**src/rtl/bps_sqrt.sv**
```systemverilog
// Pipelined floor square root, one root bit per stage, with a tag that
// travels alongside. No package dependencies.
module bps_sqrt #(
  parameter int IN_W   = 66,
  parameter int SIDE_W = 1
) (
  input  logic              clk,
  input  logic              rst,
  input  logic              en,
  input  logic              arg_valid,
  input  logic [IN_W-1:0]   radicand,
  input  logic [SIDE_W-1:0] tag,
  output logic              res_valid,
  output logic [IN_W/2-1:0] root,
  output logic [SIDE_W-1:0] res_tag
);

  localparam int R  = IN_W / 2;
  localparam int RW = R + 3;

  logic              vld_q  [R];
  logic [RW-1:0]     rem_q  [R];
  logic [R-1:0]      root_q [R];
  logic [IN_W-1:0]   rest_q [R];
  logic [SIDE_W-1:0] tag_q  [R];

  for (genvar k = 0; k < R; k++) begin : g_stage
    logic              v_s;
    logic [RW-1:0]     rem_s;
    logic [R-1:0]      root_s;
    logic [IN_W-1:0]   rest_s;
    logic [SIDE_W-1:0] tag_s;
    logic [RW-1:0]     cur;
    logic [RW-1:0]     trial;
    logic              ge;

    if (k == 0) begin : g_first
      assign v_s    = arg_valid;
      assign rem_s  = '0;
      assign root_s = '0;
      assign rest_s = radicand;
      assign tag_s  = tag;
    end else begin : g_next
      assign v_s    = vld_q[k-1];
      assign rem_s  = rem_q[k-1];
      assign root_s = root_q[k-1];
      assign rest_s = rest_q[k-1];
      assign tag_s  = tag_q[k-1];
    end

    assign cur   = {rem_s[RW-3:0], rest_s[IN_W-1 -: 2]};
    assign trial = {1'b0, root_s, 2'b01};
    assign ge    = cur >= trial;

    always_ff @(posedge clk) begin
      if (rst) begin
        vld_q[k] <= 1'b0;
      end else if (en) begin
        vld_q[k] <= v_s;
      end
    end

    always_ff @(posedge clk) begin
      if (en) begin
        rem_q[k]  <= ge ? cur - trial : cur;
        root_q[k] <= {root_s[R-2:0], ge};
        rest_q[k] <= {rest_s[IN_W-3:0], 2'b00};
        tag_q[k]  <= tag_s;
      end
    end
  end

  assign res_valid = vld_q[R-1];
  assign root      = root_q[R-1];
  assign res_tag   = tag_q[R-1];

endmodule

```
**config.mk**
```make
export PLATFORM = sky130hd
export DESIGN_NAME = bps_sqrt
export DESIGN_NICKNAME = d
export VERILOG_FILES = /design/src/rtl/bps_sqrt.sv
export SDC_FILE = /design/constraint.sdc
export NUM_CORES = 2
export LEC_CHECK = 0
export BUFFER_PORTS_ARGS = -buffer_cell sky130_fd_sc_hd__buf_2
export CORE_AREA = 10 10 438 440
export DETAILED_ROUTE_END_ITERATION = 12
export DIE_AREA = 0 0 448 450
export GPL_TIMING_DRIVEN = 0
export MAX_ROUTING_LAYER = met4
export PLACE_DENSITY_LB_ADDON = 0.15
export SLEW_MARGIN = 40
export SYNTH_ARGS = -nofsm -noshare
export SYNTH_HDL_FRONTEND = slang
export SYNTH_MEMORY_MAX_BITS = 65536
export SYNTH_SLANG_ARGS = --single-unit
```
**constraint.sdc**
```tcl
create_clock -name clk -period 7.5 [get_ports clk]
set_input_delay 0.375 -clock clk [delete_from_list [all_inputs] [get_ports clk]]
set_output_delay 0.375 -clock clk [all_outputs]
set_load 0.1 [all_outputs]
```
==> impl_metrics.csv <==
group,metric,value,unit
clocking,clkSinkCount,2720,
power_and_ir_drop,irDropWorstVdd,0.268,mV
flow_run,cap_violations,0,
timing,hold_viol,0,
finish,drive_above_1_share,7.41,%
clocking,cts_buffers,292,
timing,drv_slew,0,
grt,grt_pass1_vias,77116,
worst_setup_path,r2r_start,"root_q[24][23]$_DFFE_PP_",
drt,routed_via_density,6.14,
finish,nets,10733,
power_and_ir_drop,p_leak,53.7,nW
drt,vias,77686,
drt,drt_wl_total,273,mm
worst_setup_path,worstSetupPathType,"flip-flop to flip-flop",
yosys,synth_common_cells,"edfxtp_1, inv_1, nand2_1",
yosys,synth_cell_types,106,
finish,area_delta_synth_final,11.3,%
clocking,cts_tree,"done",
drt,routedWlPerCell,21.6,microns
yosys,ys_ff_latch,2720,
grt,overflow,0,
worst_setup_path,worstReg2RegEnd,"rem_q[0][922]$_DFFE_PP_",
worst_setup_path,reg2reg_depth,12,
yosys,synthTopCellsByArea,"edfxtp_1, ha_1, xnor2_1",
worst_setup_path,worstPathArrival,5620,ps
die,die_y,450,microns
worst_setup_path,r2r_slack,2440,ps
yosys,netlist.top_cell.by_area,"edfxtp_1",
clocking,htree_levels,5,
finish,multi_input_area,40300,sq um
grt,grt_max_degree,124,
drt,final_antenna_net_count,0,
hold_path,hp-class,"input port to flip-flop",
yosys,syn_area,126000,sq um
timing,tns,0,ps
clocking,postCtsSetupRepairBufs,0,
yosys,synth_most_common_cell,"edfxtp_1",
yosys,syn-instance-count,9569,
yosys,yosys_warnings,0,
yosys,synth_area_per_cell,13.1,sq um
drt,drt_pass1_iterations,6,
worst_setup_path,cp-end-kind,"flip-flop",
finish,fillCellCount,10777,
placed_design,gp_congestion,0.926,
finish,regArea,81700,sq um
yosys,synth_ff_type,"edfxtp_1",
timing,clock.fmax,198,MHz
timing,fin_skew,52.9,ps
yosys,synth_edf_count,2720,
die,io_pins,106,
clocking,clkSlewWorstSetupHoldPaths,60,ps
placed_design,hpwl,185,mm
clocking,clockRootBuffer,"clkbuf_16",
timing,grt_setup_unrepaired,"no",
yosys,syn_nets,10236,
yosys,async_reset_ff_share,0,%
finish,fin_cells,12650,
worst_setup_path,start_kind,"flip-flop",
grt,antenna_found_initial,3,
placed_design,numPortBuffers,105,
die,dieArea,202000,sq um
timing,finalCritPeriodShare,67.4,%
timing,setup_viol,0,
placed_design,dp.cells,12085,
yosys,synth.top_cell.area_share,65.1,%
hold_path,hold_end,"rest_q[0][43]$_DFFE_PP_",
worst_setup_path,critPathLaunch,"root_q[24][23]$_DFFE_PP_",
power_and_ir_drop,power.density,313,nW/um^2
drt,first_iter_violations,7725,
grt,grt_pass1_wl,429,mm
hold_path,min-delay-start,"radicand[43]",
timing,slew_headroom,37.5,%
die,start_util,68.7,%
grt,grt_use_total,27.6,%
clocking,cts_buffer_depth,4,
die,coreArea,183000,sq um
yosys,synth_seq_area_share,65.1,%
die,die_x,448,microns
die,rows,157,
hold_path,holdPathStages,2,
timing,worst_pin_slew,914,ps
drt,drc,0,
worst_setup_path,crit_fanout,10,
timing,hold_slack,155,ps
clocking,clkLatencyLatePin,920,ps
worst_setup_path,worstPathRequired,8060,ps
timing,min_period,5060,ps
run_status,outcome,"complete, no violations",
## cells by family (layout without fill, tap and decap cells)
logic type | count (synthesis) | count (layout) | synth area share, %
muxes | 91 | 91 | 0.809
xor gates and xnor gates | 871 | 871 | 6.08
AOI/OAI and AO/OA | 1914 | 1914 | 9.60
other | 1 | 2 | 0.00299
and+or+nand+nor | 2434 | 2434 | 9.65
adders and majority gates | 596 | 596 | 5.94
DFF | 2720 | 2720 | 65.1
buffers and inverters | 942 | 1637 | 2.87
## sequential cells by signal, indices dropped and copies added, names as in the netlist
signal  flops
rest_q   1056
rem_q    1037
root_q    561
tag_q      33
vld_q      33
## cell usage in the layout, fill, tap and decap left out, types with 36 or more instances in the layout
cell type and instances:
nor2_1 538, or4_1 57, nor4_1 117, xor2_1 410, buf_2 123, mux2_2 84, or2_2 36, nor3_1 231
a211oi_1 38, nor2b_1 84, nand2b_1 103, clkinv_2 45, a21o_1 284, o31ai_1 69, edfxtp_1 2720, clkinv_1 51
o21bai_1 49, nand3_1 147, clkbuf_1 195, and3_1 51, nand2_1 675, a21oi_1 531, clkbuf_16 295, and2_1 59
o21a_1 124, nand4_1 122, dlygate4sd3_1 71, ha_1 596, or3_1 88, o21ai_0 507, xnor2_1 461, a31oi_1 62
inv_1 742
## timing repair
item	CTS	global route
gates resized for setup	0	0
hold buffers	71	0
hold endpoints to repair	153	0
## area by class of cell
class                      instances  area share, %
clock inverter                   159           1.13
clock buffer                     333           5.39
tap                             2385           2.14
sequential                      2720           58.5
buffer                           199          0.585
multi-input combinational       5907           28.9
inverter                         743           2.00
timing repair buffer             203           1.41
antenna                            1        0.00179
## how the worst max path moves through the flow
stage                          endpoint  depth (start not counted)
3_3_place_gp        vld_q[10]$_DFFE_PP_                          2
4_1_cts         rem_q[0][921]$_DFFE_PP_                         12
5_1_grt         rem_q[0][921]$_DFFE_PP_                         12
6_report        rem_q[0][922]$_DFFE_PP_                         12
2_1_floorplan  rem_q[0][1022]$_DFFE_PP_                         11
3_5_place_dp    rem_q[0][921]$_DFFE_PP_                         12
## routing by layer
metal	GRT usage [%]	share of wire, %	up-vias
met2	46.4	51	2799
met5	-	0	-
met4	10.3	4.1	0
met3	3.18	5.3	781
met1	34.9	40	37709
li1	-	-	36397
## metrics by stage
stage               instance area [sq um]  power (mW)  setup WS, ps  util [%]
global placement                   129000        30.6        -35280      70.6
finish                             140000        43.7          2440      76.5
CTS                                140000        43.8          2490      76.4
floorplan                          126000        26.9          4160         -
detailed placement                 130000        29.7          2600      71.1
global route                       140000        45.6          2170      76.5
## critical path, cell delays in order, from the launching register on
cell	delay [ps]
edfxtp_1	470
inv_1	80
ha_1	400
nand2_1	170
nor3_1	350
nand3_1	250
nor4_1	530
a211oi_1	180
o211ai_1	200
clkbuf_1	520
clkbuf_1	590
clkbuf_1	660
a21oi_1	310
## where the power goes
part	internal (mW)	switching [mW]	leakage, nW
clock	8.18	5.77	4.43
combinational	3.74	5.42	23.0
sequential	19.2	1.30	26.2
total	31.2	12.5	53.7
No activity file was read; power rests on OpenSTA's default activity.
